===== src/hdl/iprlf_pkg.sv =====
// Shared types, constants and helper functions for the IPv4 route lookup forwarding unit.
// Used by the route table, the checksum unit and the top level; depends on nothing.
package iprlf_pkg;

  localparam int TABLE_DEPTH = 64;
  localparam int IDX_W       = $clog2(TABLE_DEPTH);
  localparam int CNT_W       = $clog2(TABLE_DEPTH + 1);

  localparam int ADDR_W   = 32;
  localparam int LEN_W    = 6;
  localparam int MAX_LEN  = 32;
  localparam int HDR_WORDS = 5;
  localparam int HDR_W    = 32 * HDR_WORDS;
  localparam int HW_W     = 16;
  localparam int HW_CNT   = HDR_W / HW_W;
  localparam int HW_CNT_W = $clog2(HW_CNT + 1);
  localparam int PADDR_W  = 3;

  localparam logic CFG_IDX_LOCAL = 1'b0;

  typedef enum logic [1:0] {
    CMD_CLEAR   = 2'd0,
    CMD_ADD     = 2'd1,
    CMD_FORWARD = 2'd2
  } cmd_t;

  typedef enum logic [2:0] {
    STAT_LOCAL    = 3'd0,
    STAT_FORWARD  = 3'd1,
    STAT_TTL_DROP = 3'd2,
    STAT_NO_ROUTE = 3'd3,
    STAT_ADDED    = 3'd4,
    STAT_FULL     = 3'd5,
    STAT_CLEARED  = 3'd6
  } status_t;

  typedef enum logic [1:0] {
    S_IDLE,
    S_LOOKUP,
    S_CSUM,
    S_RESULT
  } state_t;

  typedef struct packed {
    logic [1:0]  cmd;
    logic [31:0] route_prefix;
    logic [5:0]  route_mask_len;
    logic [31:0] route_next_hop;
    logic [31:0] header_word_0;
    logic [31:0] header_word_1;
    logic [31:0] header_word_2;
    logic [31:0] header_word_3;
    logic [31:0] header_word_4;
  } req_t;

  typedef struct packed {
    status_t     status;
    logic [31:0] next_hop;
    logic [7:0]  new_ttl;
    logic [15:0] new_checksum;
  } rsp_t;

  typedef struct packed {
    logic [ADDR_W-1:0] prefix;
    logic [LEN_W-1:0]  length;
    logic [ADDR_W-1:0] hop;
  } entry_t;

  typedef struct packed {
    logic             we;
    logic [IDX_W-1:0] waddr;
    logic             re;
    logic [IDX_W-1:0] raddr;
  } tbl_ctrl_t;

  function automatic logic [ADDR_W-1:0] prefix_mask(input logic [LEN_W-1:0] len);
    prefix_mask = ~({ADDR_W{1'b1}} >> len);
  endfunction

endpackage


===== src/hdl/iprlf_route_mem.sv =====
// Route table storage: one write port and one registered read port.
// Depends on iprlf_pkg for the entry type and the table depth.
module iprlf_route_mem (
  input  logic                clk,
  input  iprlf_pkg::tbl_ctrl_t ctrl,
  input  iprlf_pkg::entry_t   wdata,
  output iprlf_pkg::entry_t   rdata
);

  iprlf_pkg::entry_t mem [iprlf_pkg::TABLE_DEPTH];

  always_ff @(posedge clk) begin
    if (ctrl.we) begin
      mem[ctrl.waddr] <= wdata;
    end
  end

  always_ff @(posedge clk) begin
    if (ctrl.re) begin
      rdata <= mem[ctrl.raddr];
    end
  end

endmodule


===== config.mk =====
export PLATFORM = sky130hd
export DESIGN_NAME = iprlf_route_mem
export DESIGN_NICKNAME = d
export VERILOG_FILES = /design/src/hdl/iprlf_pkg.sv /design/src/hdl/iprlf_route_mem.sv
export SDC_FILE = /design/constraint.sdc
export NUM_CORES = 2
export LEC_CHECK = 0
export BUFFER_PORTS_ARGS = -buffer_cell sky130_fd_sc_hd__buf_2
export CELL_PAD_IN_SITES_DETAIL_PLACEMENT = 0
export CELL_PAD_IN_SITES_GLOBAL_PLACEMENT = 1
export CORE_MARGIN = 8
export CORE_UTILIZATION = 30
export DETAILED_ROUTE_END_ITERATION = 10
export PLACE_DENSITY_LB_ADDON = 0.1
export SYNTH_ARGS = -nofsm -noshare
export SYNTH_HDL_FRONTEND = slang
export SYNTH_MEMORY_MAX_BITS = 65536
export SYNTH_SLANG_ARGS = --single-unit
export TNS_END_PERCENT = 100

===== constraint.sdc =====
create_clock -name clk -period 18.4 [get_ports clk]
set_clock_uncertainty 0.1 [all_clocks]
set_input_delay 3.68 -clock clk [delete_from_list [all_inputs] [get_ports clk]]
set_output_delay 3.68 -clock clk [all_outputs]
set_load 0.005 [all_outputs]

==> impl_results.md <==
* Status: finished clean
* Critical Path RT at 19.08 ns
* Final setup violation count at 0
* Main flop type after synthesis: edfxtp_1
* First-pass GRT wire length at 811000 microns
* Yosys top cell area share at 79.4%
* Largest net degree at the start of global routing at 107
* Reg2Reg Capture Point: rdata[5]
* Core area at 573000 sq um
* Fill cells at 52945
* Hold depth at 5
* FFs w/ async S/R, synth at 0%
* Hold EP: rdata[15]
* RSZ-0062 raised after global routing: no
* Via count at 84391
* Sinks on Clock Net at 4550
* Clock-pin slew on the worst setup and hold paths at 0.06 ns
* HPWL Detailed at 308000 microns
* Fin nets at 8014
* Cells on worst reg2reg path at 5
* # hold bufs at CTS at 0
* Commonest cells in the netlist: edfxtp_1 (4550), mux4_2 (1120), nand2_1 (202)
* P_leak at 0.0608 uW
* CTS root buf: clkbuf_16
* Most frequent cell after synthesis: edfxtp_1
* Critical path fanouts, max at 59
* Post-synth EDFFs at 4550
* VDD IR max at 89.5 uV
* Max Slew Vio Count at 0
* Syn_nets at 7496
* Slew HR at 4.52%
* Ys Warns at 0
* Vias per inst at 5.31
* Vias in the first global route at 88123
* R2R Setup Slk at 15.92 ns
* Post-synth top area cell: edfxtp_1
* Startpoint class of the critical path: input port
* Post-route ant nets at 0
* Hold Crit Start: mem[10][15]
* Setup CP Type: in -> reg
* Die height at 774 microns
* GRT Residual Overflow at 0
* Routability congestion estimate at 0.713
* Synth cell types at 33
* Starting DRT DRC Count at 8659
* IO Count at 155
* Total wire length at 605000 microns
* Crit path arrival time at 8.39 ns
* Post-Synthesis Cells at 7411
* # port buffers at 154
* DRC errors left at 0
* Setup tns final at 0 ns
* Initial antenna violation count at 79
* Total setup buffers inserted after CTS at 0
* CTS tree: built
* CP endpoint kind: register
* CTS resizes at 0
* Max Cap Violations at 0
* P per Cell Area at 113 nW/um^2
* Synth Register Bits at 4550
* Maximum buffer depth of the clock tree at 4
* Syn avg cell area at 23.2 sq um
* Die footprint at 598000 sq um
* Hold Path Class: reg -> reg
* Area grow syn2layout at 15.7%
* Rows at 278
* Final Hold Fails at 0
* Final Cycle Share at 41.9%
* Min Hold Slack at 0.784 ns
* Share of layout cells above drive strength 1 at 27.6%
* Top post-synthesis cells by area: edfxtp_1 (79%), mux4_2 (15%), mux2i_1 (0.85%), a22oi_1 (0.61%), nand3_1 (0.56%)
* Router iterations before antenna repair at 7
* Starting Density at 30.1%
* Overall Global Routing Usage at 19.7%
* Worst slew pin tran at 1.43 ns
* TritonCTS buffer count at 529
* Routed len/inst at 38.1 microns
* Worst reg2reg startpoint: mem[50][5]
* FMAX at 130 MHz
* Die span in x at 774 microns
* Sequential share of the synthesized area at 79.4%
* Post-route minimum period at 7.71 ns
* H-tree Lvls at 6
* Post-synthesis cell area at 172000 sq um
* Clk_lat worst skew at 1.04 ns
## cells by family after synthesis
family | count (synthesis) | share of synthesized area, %
AO/OA/AOI/OAI | 411 | 1.71
buffers and inverters | 443 | 1.33
flip-flops | 4550 | 79.4
multiplexers | 1267 | 15.5
AND/OR/NAND/NOR | 740 | 2.09
## routing by layer
layer	up-vias	global-route usage (%)	part of all wire [%]	wire length (microns)
met4	14	3.75	2.2	13000
met3	748	2.50	4.8	29200
li1	32913	-	-	-
met5	-	0	0.015	92
met2	2565	33.3	49	296000
met1	48151	27.5	44	267000
## final cells by class
type | count | area (sq um) | share of cell area, %
Tap cell | 7560 | 9460 | 4.75
Multi-Input combinational cell | 2418 | 33800 | 17.0
Timing Repair Buffer | 411 | 3190 | 1.60
Antenna cell | 20 | 50.0 | 0.0251
Clock buffer | 701 | 14400 | 7.22
Sequential cell | 4550 | 137000 | 68.6
Clock inverter | 225 | 1530 | 0.770
Inverter | 19 | 71.3 | 0.0358
## registers in the layout, indices dropped and copies added (netlist names)
name	cells
mem	4480
rdata	70
## power breakdown
group / internal [uW] / switching [uW] / total (uW)
clock: 5670 / 4170 / 9830
combinational: 341 / 674 / 1020
sequential: 11500 / 45.6 / 11600
## cells in the final DEF, fill, tap and decap left out, drive strengths merged, types with 92 or more instances in the layout
master | synthesis | final
edfxtp | 4550 | 4550
nor2 | 117 | 117
nand4 | 92 | 92
clkbuf | 166 | 701
clkinv | 0 | 193
mux4 | 1120 | 1120
a22oi | 140 | 140
buf | 258 | 411
nand3 | 194 | 194
mux2i | 147 | 147
nand2 | 202 | 202
## per-stage QoR
| stage | setup slack, ns | util, % | instances | instance area, sq um | power [uW] |
|---|---|---|---|---|---|
| floorplan | 8.76 | - | 7411 | 172000 | 12300 |
| global placement | 9.50 | 32.0 | 14958 | 183000 | 12800 |
| detailed placement | 9.57 | 32.0 | 14958 | 183000 | 12800 |
| CTS | 10.73 | 34.8 | 15884 | 199000 | 22700 |
| global route | 10.36 | 34.8 | 15886 | 199000 | 23100 |
| finish | 10.69 | 34.8 | 15904 | 199000 | 22400 |
## worst max path at each step
stage	from	end	slack, ns	cells past startpoint
finish	ctrl[1]	rdata[47]	10.69	9
global route	ctrl[0]	rdata[39]	10.36	9
CTS	ctrl[0]	rdata[39]	10.73	9
detailed placement	ctrl[0]	rdata[39]	9.57	9
global placement	ctrl[0]	rdata[39]	9.50	9
floorplan	ctrl[10]	mem[48][0]	8.76	4
## worst max-delay path, cell delays in order
cell,delay [ns]
buf_8,0.43
buf_4,0.61
buf_4,0.71
buf_4,0.66
buf_4,0.79
mux4_2,0.58
or3_1,0.31
a41oi_1,0.27
nor2_1,0.08
Note: power is estimated with default switching activity, not from simulation.
