===== src/hdl/iprlf_pkg.sv =====
// Shared types, constants and helper functions for the IPv4 route lookup forwarding unit.
// Used by the route table, the checksum unit and the top level; depends on nothing.
package iprlf_pkg;

  localparam int TABLE_DEPTH = 64;
  localparam int IDX_W       = $clog2(TABLE_DEPTH);
  localparam int CNT_W       = $clog2(TABLE_DEPTH + 1);

  localparam int ADDR_W   = 32;
  localparam int LEN_W    = 6;
  localparam int MAX_LEN  = 32;
  localparam int HDR_WORDS = 5;
  localparam int HDR_W    = 32 * HDR_WORDS;
  localparam int HW_W     = 16;
  localparam int HW_CNT   = HDR_W / HW_W;
  localparam int HW_CNT_W = $clog2(HW_CNT + 1);
  localparam int PADDR_W  = 3;

  localparam logic CFG_IDX_LOCAL = 1'b0;

  typedef enum logic [1:0] {
    CMD_CLEAR   = 2'd0,
    CMD_ADD     = 2'd1,
    CMD_FORWARD = 2'd2
  } cmd_t;

  typedef enum logic [2:0] {
    STAT_LOCAL    = 3'd0,
    STAT_FORWARD  = 3'd1,
    STAT_TTL_DROP = 3'd2,
    STAT_NO_ROUTE = 3'd3,
    STAT_ADDED    = 3'd4,
    STAT_FULL     = 3'd5,
    STAT_CLEARED  = 3'd6
  } status_t;

  typedef enum logic [1:0] {
    S_IDLE,
    S_LOOKUP,
    S_CSUM,
    S_RESULT
  } state_t;

  typedef struct packed {
    logic [1:0]  cmd;
    logic [31:0] route_prefix;
    logic [5:0]  route_mask_len;
    logic [31:0] route_next_hop;
    logic [31:0] header_word_0;
    logic [31:0] header_word_1;
    logic [31:0] header_word_2;
    logic [31:0] header_word_3;
    logic [31:0] header_word_4;
  } req_t;

  typedef struct packed {
    status_t     status;
    logic [31:0] next_hop;
    logic [7:0]  new_ttl;
    logic [15:0] new_checksum;
  } rsp_t;

  typedef struct packed {
    logic [ADDR_W-1:0] prefix;
    logic [LEN_W-1:0]  length;
    logic [ADDR_W-1:0] hop;
  } entry_t;

  typedef struct packed {
    logic             we;
    logic [IDX_W-1:0] waddr;
    logic             re;
    logic [IDX_W-1:0] raddr;
  } tbl_ctrl_t;

  function automatic logic [ADDR_W-1:0] prefix_mask(input logic [LEN_W-1:0] len);
    prefix_mask = ~({ADDR_W{1'b1}} >> len);
  endfunction

endpackage


===== src/hdl/iprlf_csum.sv =====
// Iterative IPv4 header checksum: one 16-bit word per cycle through a shared end-around adder.
// Depends on iprlf_pkg for the header and word widths.
module iprlf_csum (
  input  logic                          clk,
  input  logic                          rst,
  input  logic                          start,
  input  logic [iprlf_pkg::HDR_W-1:0]   hdr,
  output logic                          busy,
  output logic [iprlf_pkg::HW_W-1:0]    sum
);

  logic [iprlf_pkg::HDR_W-1:0]    shift;
  logic [iprlf_pkg::HW_W-1:0]     acc;
  logic [iprlf_pkg::HW_CNT_W-1:0] cnt;
  logic [iprlf_pkg::HW_W:0]       raw;
  logic [iprlf_pkg::HW_W-1:0]     acc_next;

  assign busy = (cnt != '0);
  assign raw = {1'b0, acc} + {1'b0, shift[iprlf_pkg::HDR_W-1 -: iprlf_pkg::HW_W]};
  assign acc_next = raw[iprlf_pkg::HW_W-1:0] + iprlf_pkg::HW_W'(raw[iprlf_pkg::HW_W]);
  assign sum = ~acc;

  always_ff @(posedge clk) begin
    if (rst) begin
      cnt <= '0;
    end else if (start) begin
      cnt <= iprlf_pkg::HW_CNT_W'(iprlf_pkg::HW_CNT);
    end else if (busy) begin
      cnt <= cnt - 1'b1;
    end
  end

  always_ff @(posedge clk) begin
    if (start) begin
      shift <= hdr;
      acc   <= '0;
    end else if (busy) begin
      shift <= shift << iprlf_pkg::HW_W;
      acc   <= acc_next;
    end
  end

endmodule


===== config.mk =====
export PLATFORM = sky130hd
export DESIGN_NAME = iprlf_csum
export DESIGN_NICKNAME = d
export VERILOG_FILES = /design/src/hdl/iprlf_pkg.sv /design/src/hdl/iprlf_csum.sv
export SDC_FILE = /design/constraint.sdc
export NUM_CORES = 1
export LEC_CHECK = 0
export ABC_AREA = 1
export ABC_CLOCK_PERIOD_IN_PS = 4470
export BUFFER_PORTS_ARGS = -buffer_cell sky130_fd_sc_hd__buf_2
export CAP_MARGIN = 20
export CORE_MARGIN = 1.5
export CORE_UTILIZATION = 55
export DETAILED_ROUTE_END_ITERATION = 10
export PLACE_DENSITY_LB_ADDON = 0.08
export SYNTH_ARGS = -nofsm -noshare
export SYNTH_HDL_FRONTEND = slang
export SYNTH_SLANG_ARGS = --single-unit

===== constraint.sdc =====
create_clock -name clk -period 4.47 [get_ports clk]
set_input_delay 0.894 -clock clk [delete_from_list [all_inputs] [get_ports clk]]
set_output_delay 0.894 -clock clk [all_outputs]
set_load 0.005 [all_outputs]

==> flow_summary_export.csv <==
group,metric,value,unit
synth,synth_seq_cells,180,
drt,drt.antenna.violating_nets,0,
timing,whs,476,ps
flow_run,drv.max_cap_violation_count,0,
finish,drive_above_1_share,20.2,%
floorplan,die-area,16600,µm²
clock_tree,hold_buffers_post_cts,0,
floorplan,fp.dieH,129,µm
drt,totalWireLength,18300,µm
drt,average_vias_per_placed_instance,4.81,
finish,area_growth,19.0,%
finish,fillerInstances,1334,
timing,tightest_slew,954,ps
grt,grt_util_all_layers,23.1,%
synth,synthesis.area_per_instance,8.66,µm²
grt,initial_antenna_violation_count,4,
grt,grt_max_degree,108,
synth,cell_area_after_synthesis,8720,µm²
synth,post_synth_inst_count,1007,
critical_path,regToRegStartpoint,"shift[150]",
grt,globalRoute.totalOverflow,0,
drt,drtIter0Drc,455,
finish,layout.core_utilization,67.5,%
power,power_density,463,nW/µm²
critical_path,worst-r2r-setup-slack,1320,ps
worst_hold_path,hold_path_class,"reg -> reg",
synth,number_of_enable_type_register_cells_in_the_synthesized_netlist,160,
synth,synth-main-ff-cell,"sky130_fd_sc_hd__edfxtp_1",
drt,remaining_drc_errors,0,
power,total_leakage_power,0.00526,µW
timing,final_hold_viol_count,0,
grt,global_route_wire_length_before_repair,29200,µm
clock_tree,post-cts-setup-buffer-count,0,
clock_tree,tritoncts_num_sinks,180,
synth,yosysSeqAreaShare,59.7,%
placement,post-dp-hpwl,12700,µm
timing,worst_clock_skew,12.2,ps
finish,final_common_cell,"sky130_fd_sc_hd__nand2_1",
timing,timing.final.crit_share,70.5,%
clock_tree,tritoncts,"yes",
critical_path,criticalPathCategory,"reg -> reg",
critical_path,worst_ep_arrival_time,3480,ps
timing,worst_slew_margin_rel,36.4,%
status,run_status,"finished, final reports clean",
floorplan,core_area,15400,µm²
clock_tree,cts_max_level,4,
critical_path,worstPathMaxFanout,6,
clock_tree,path_clk_slew,70,ps
synth,synth.yosys.warnings,0,
timing,fmax,0.317,GHz
clock_tree,cts_repair_resize_count,0,
critical_path,endpoint_kind,"register",
finish,nNetsFinal,1359,
clock_tree,clk_path_buf_depth,2,
power,ir_drop,0.302,mV
placement,routability_driven_placement_congestion_ratio,0.856,
synth,mappedNetlistNets,1189,
critical_path,crit_end,"acc[14]",
timing,min_period,3150,ps
critical_path,worst_r2r_path_depth,22,
floorplan,num_io_pins,180,
timing,fin_tns_setup,0,ps
finish,stdcell_area,10400,µm²
drt,wl_per_cell,13.0,µm
worst_hold_path,startpoint_of_the_most_critical_hold_path,"cnt[3]",
timing,rsz0062_at_grt,"false",
synth,ys_types,34,
synth,async_flop_share,0,%
clock_tree,clkLatencyLatePin,430,ps
critical_path,crit_path_start,"shift[150]",
critical_path,setup.worst_path.start_class,"register",
timing,setup_viol,0,
clock_tree,cts_inserted_buffers,17,
grt,first_global_vias,6298,
critical_path,critical_register_to_register_path_endpoint,"acc[14]",
floorplan,std_cell_rows,45,
drt,detailedRoute.firstPassIterationCount,5,
drt,detailroute.via_count,6749,
placement,dpl-instance-area,9820,µm²
timing,final_max_slew_viol_count,0,
floorplan,initial_core_util,56.8,%
floorplan,die_w,129,µm
critical_path,critPathRequiredTime,4790,ps
placement,port_buffers,179,
clock_tree,cts_root_buffer,"sky130_fd_sc_hd__clkbuf_16",
finish,final_cell_mix,"569 x sky130_fd_sc_hd__nand2_1, 178 x sky130_fd_sc_hd__buf_2, 160 x sky130_fd_sc_hd__edfxtp_1",
==> state kept, by name, summed over array words and instances, names as in the netlist <==
register	count
acc	16
cnt	4
shift	160
==> power breakdown <==
group | leakage [µW] | internal [µW] | switching (µW) | total [µW]
Combinational | 0.00314 | 430 | 738 | 1170
Sequential | 0.00186 | 2140 | 100 | 2240
Clock | 0.000265 | 727 | 674 | 1400
Total | 0.00526 | 3290 | 1510 | 4810
==> how the worst min path moves through the flow <==
stage,to,slack (ps),cells past startpoint
3_5_place_dp,cnt[0],470,1
6_report,cnt[3],480,2
4_1_cts,cnt[3],480,2
5_1_grt,cnt[0],510,1
2_1_floorplan,cnt[0],440,1
3_3_place_gp,cnt[3],470,2
==> critical path: stages (launching register included) <==
cell	delay (ps)
sky130_fd_sc_hd__edfxtp_1	380
sky130_fd_sc_hd__ha_1	390
sky130_fd_sc_hd__nand2_1	90
sky130_fd_sc_hd__inv_1	100
sky130_fd_sc_hd__nand2_1	70
sky130_fd_sc_hd__nor3_1	140
sky130_fd_sc_hd__nand2_1	90
sky130_fd_sc_hd__nand2_1	90
sky130_fd_sc_hd__a21oi_1	60
sky130_fd_sc_hd__o21bai_1	210
sky130_fd_sc_hd__ha_1	230
sky130_fd_sc_hd__ha_1	190
sky130_fd_sc_hd__inv_1	50
sky130_fd_sc_hd__nor2_1	160
sky130_fd_sc_hd__nand3_2	130
sky130_fd_sc_hd__nor2_2	130
sky130_fd_sc_hd__nand2_2	100
sky130_fd_sc_hd__nor2_4	130
sky130_fd_sc_hd__nand2_1	70
sky130_fd_sc_hd__nand2_1	70
sky130_fd_sc_hd__o21ai_1	60
sky130_fd_sc_hd__nand2_1	70
sky130_fd_sc_hd__nand2_1	40
==> Yosys cell counts (3+ instances only) <==
library cell	number	share of area, %
sky130_fd_sc_hd__nand2_1	569	24
sky130_fd_sc_hd__nand4_1	4	0.29
sky130_fd_sc_hd__inv_1	88	3.8
sky130_fd_sc_hd__nand2_2	8	0.57
sky130_fd_sc_hd__nor3_1	3	0.17
sky130_fd_sc_hd__ha_1	18	2.6
sky130_fd_sc_hd__nor2_4	3	0.39
sky130_fd_sc_hd__clkbuf_1	32	1.4
sky130_fd_sc_hd__o21ai_0	6	0.34
sky130_fd_sc_hd__xor2_1	3	0.30
sky130_fd_sc_hd__nand3_1	25	1.4
sky130_fd_sc_hd__edfxtp_1	160	55
sky130_fd_sc_hd__a21oi_1	13	0.75
sky130_fd_sc_hd__nor2_1	22	0.95
sky130_fd_sc_hd__dfxtp_1	20	4.6
sky130_fd_sc_hd__o22ai_1	7	0.50
sky130_fd_sc_hd__nor2_2	4	0.29
==> per-layer routing <==
layer	vias up	GRT usage (%)	share of wire (%)
met2	163	40.8	52
met4	0	9.39	1.9
li1	3544	-	-
met1	3020	27.2	40
met3	22	5.65	6.2
met5	-	0	0
==> logic make-up (layout without fill, tap and decap cells) <==
| group | after synthesis | count (layout) | synth area share (%) |
|---|---|---|---|
| and+or+nand+nor | 646 | 646 | 29.5 |
| DFF | 180 | 180 | 59.7 |
| buffers and inverters | 125 | 307 | 5.44 |
| AOI/OAI and AO/OA | 33 | 33 | 2.15 |
| adders and majority gates | 19 | 19 | 2.81 |
| xor gates and xnor gates | 4 | 4 | 0.402 |
| other | 0 | 4 | 0 |
==> area by class of cell <==
cell class	instances	area, µm²	share of cell area, %
sequential	180	5200	50.1
tap	211	264	2.54
antenna	4	10.0	0.0964
timing repair buffer	186	963	9.28
multi-input combinational	702	3040	29.3
clock inverter	14	124	1.19
clock buffer	17	425	4.10
inverter	90	345	3.33
==> through the flow <==
step           cells  setup WS [ps]  total power, µW
2_1_floorplan   1007            691             3100
3_3_place_gp    1369           1320             3420
3_5_place_dp    1369           1280             3450
4_1_cts         1400           1260             4840
5_1_grt         1403            907             5090
6_report        1404           1320             4810
No activity file was read; power rests on OpenSTA's default activity.
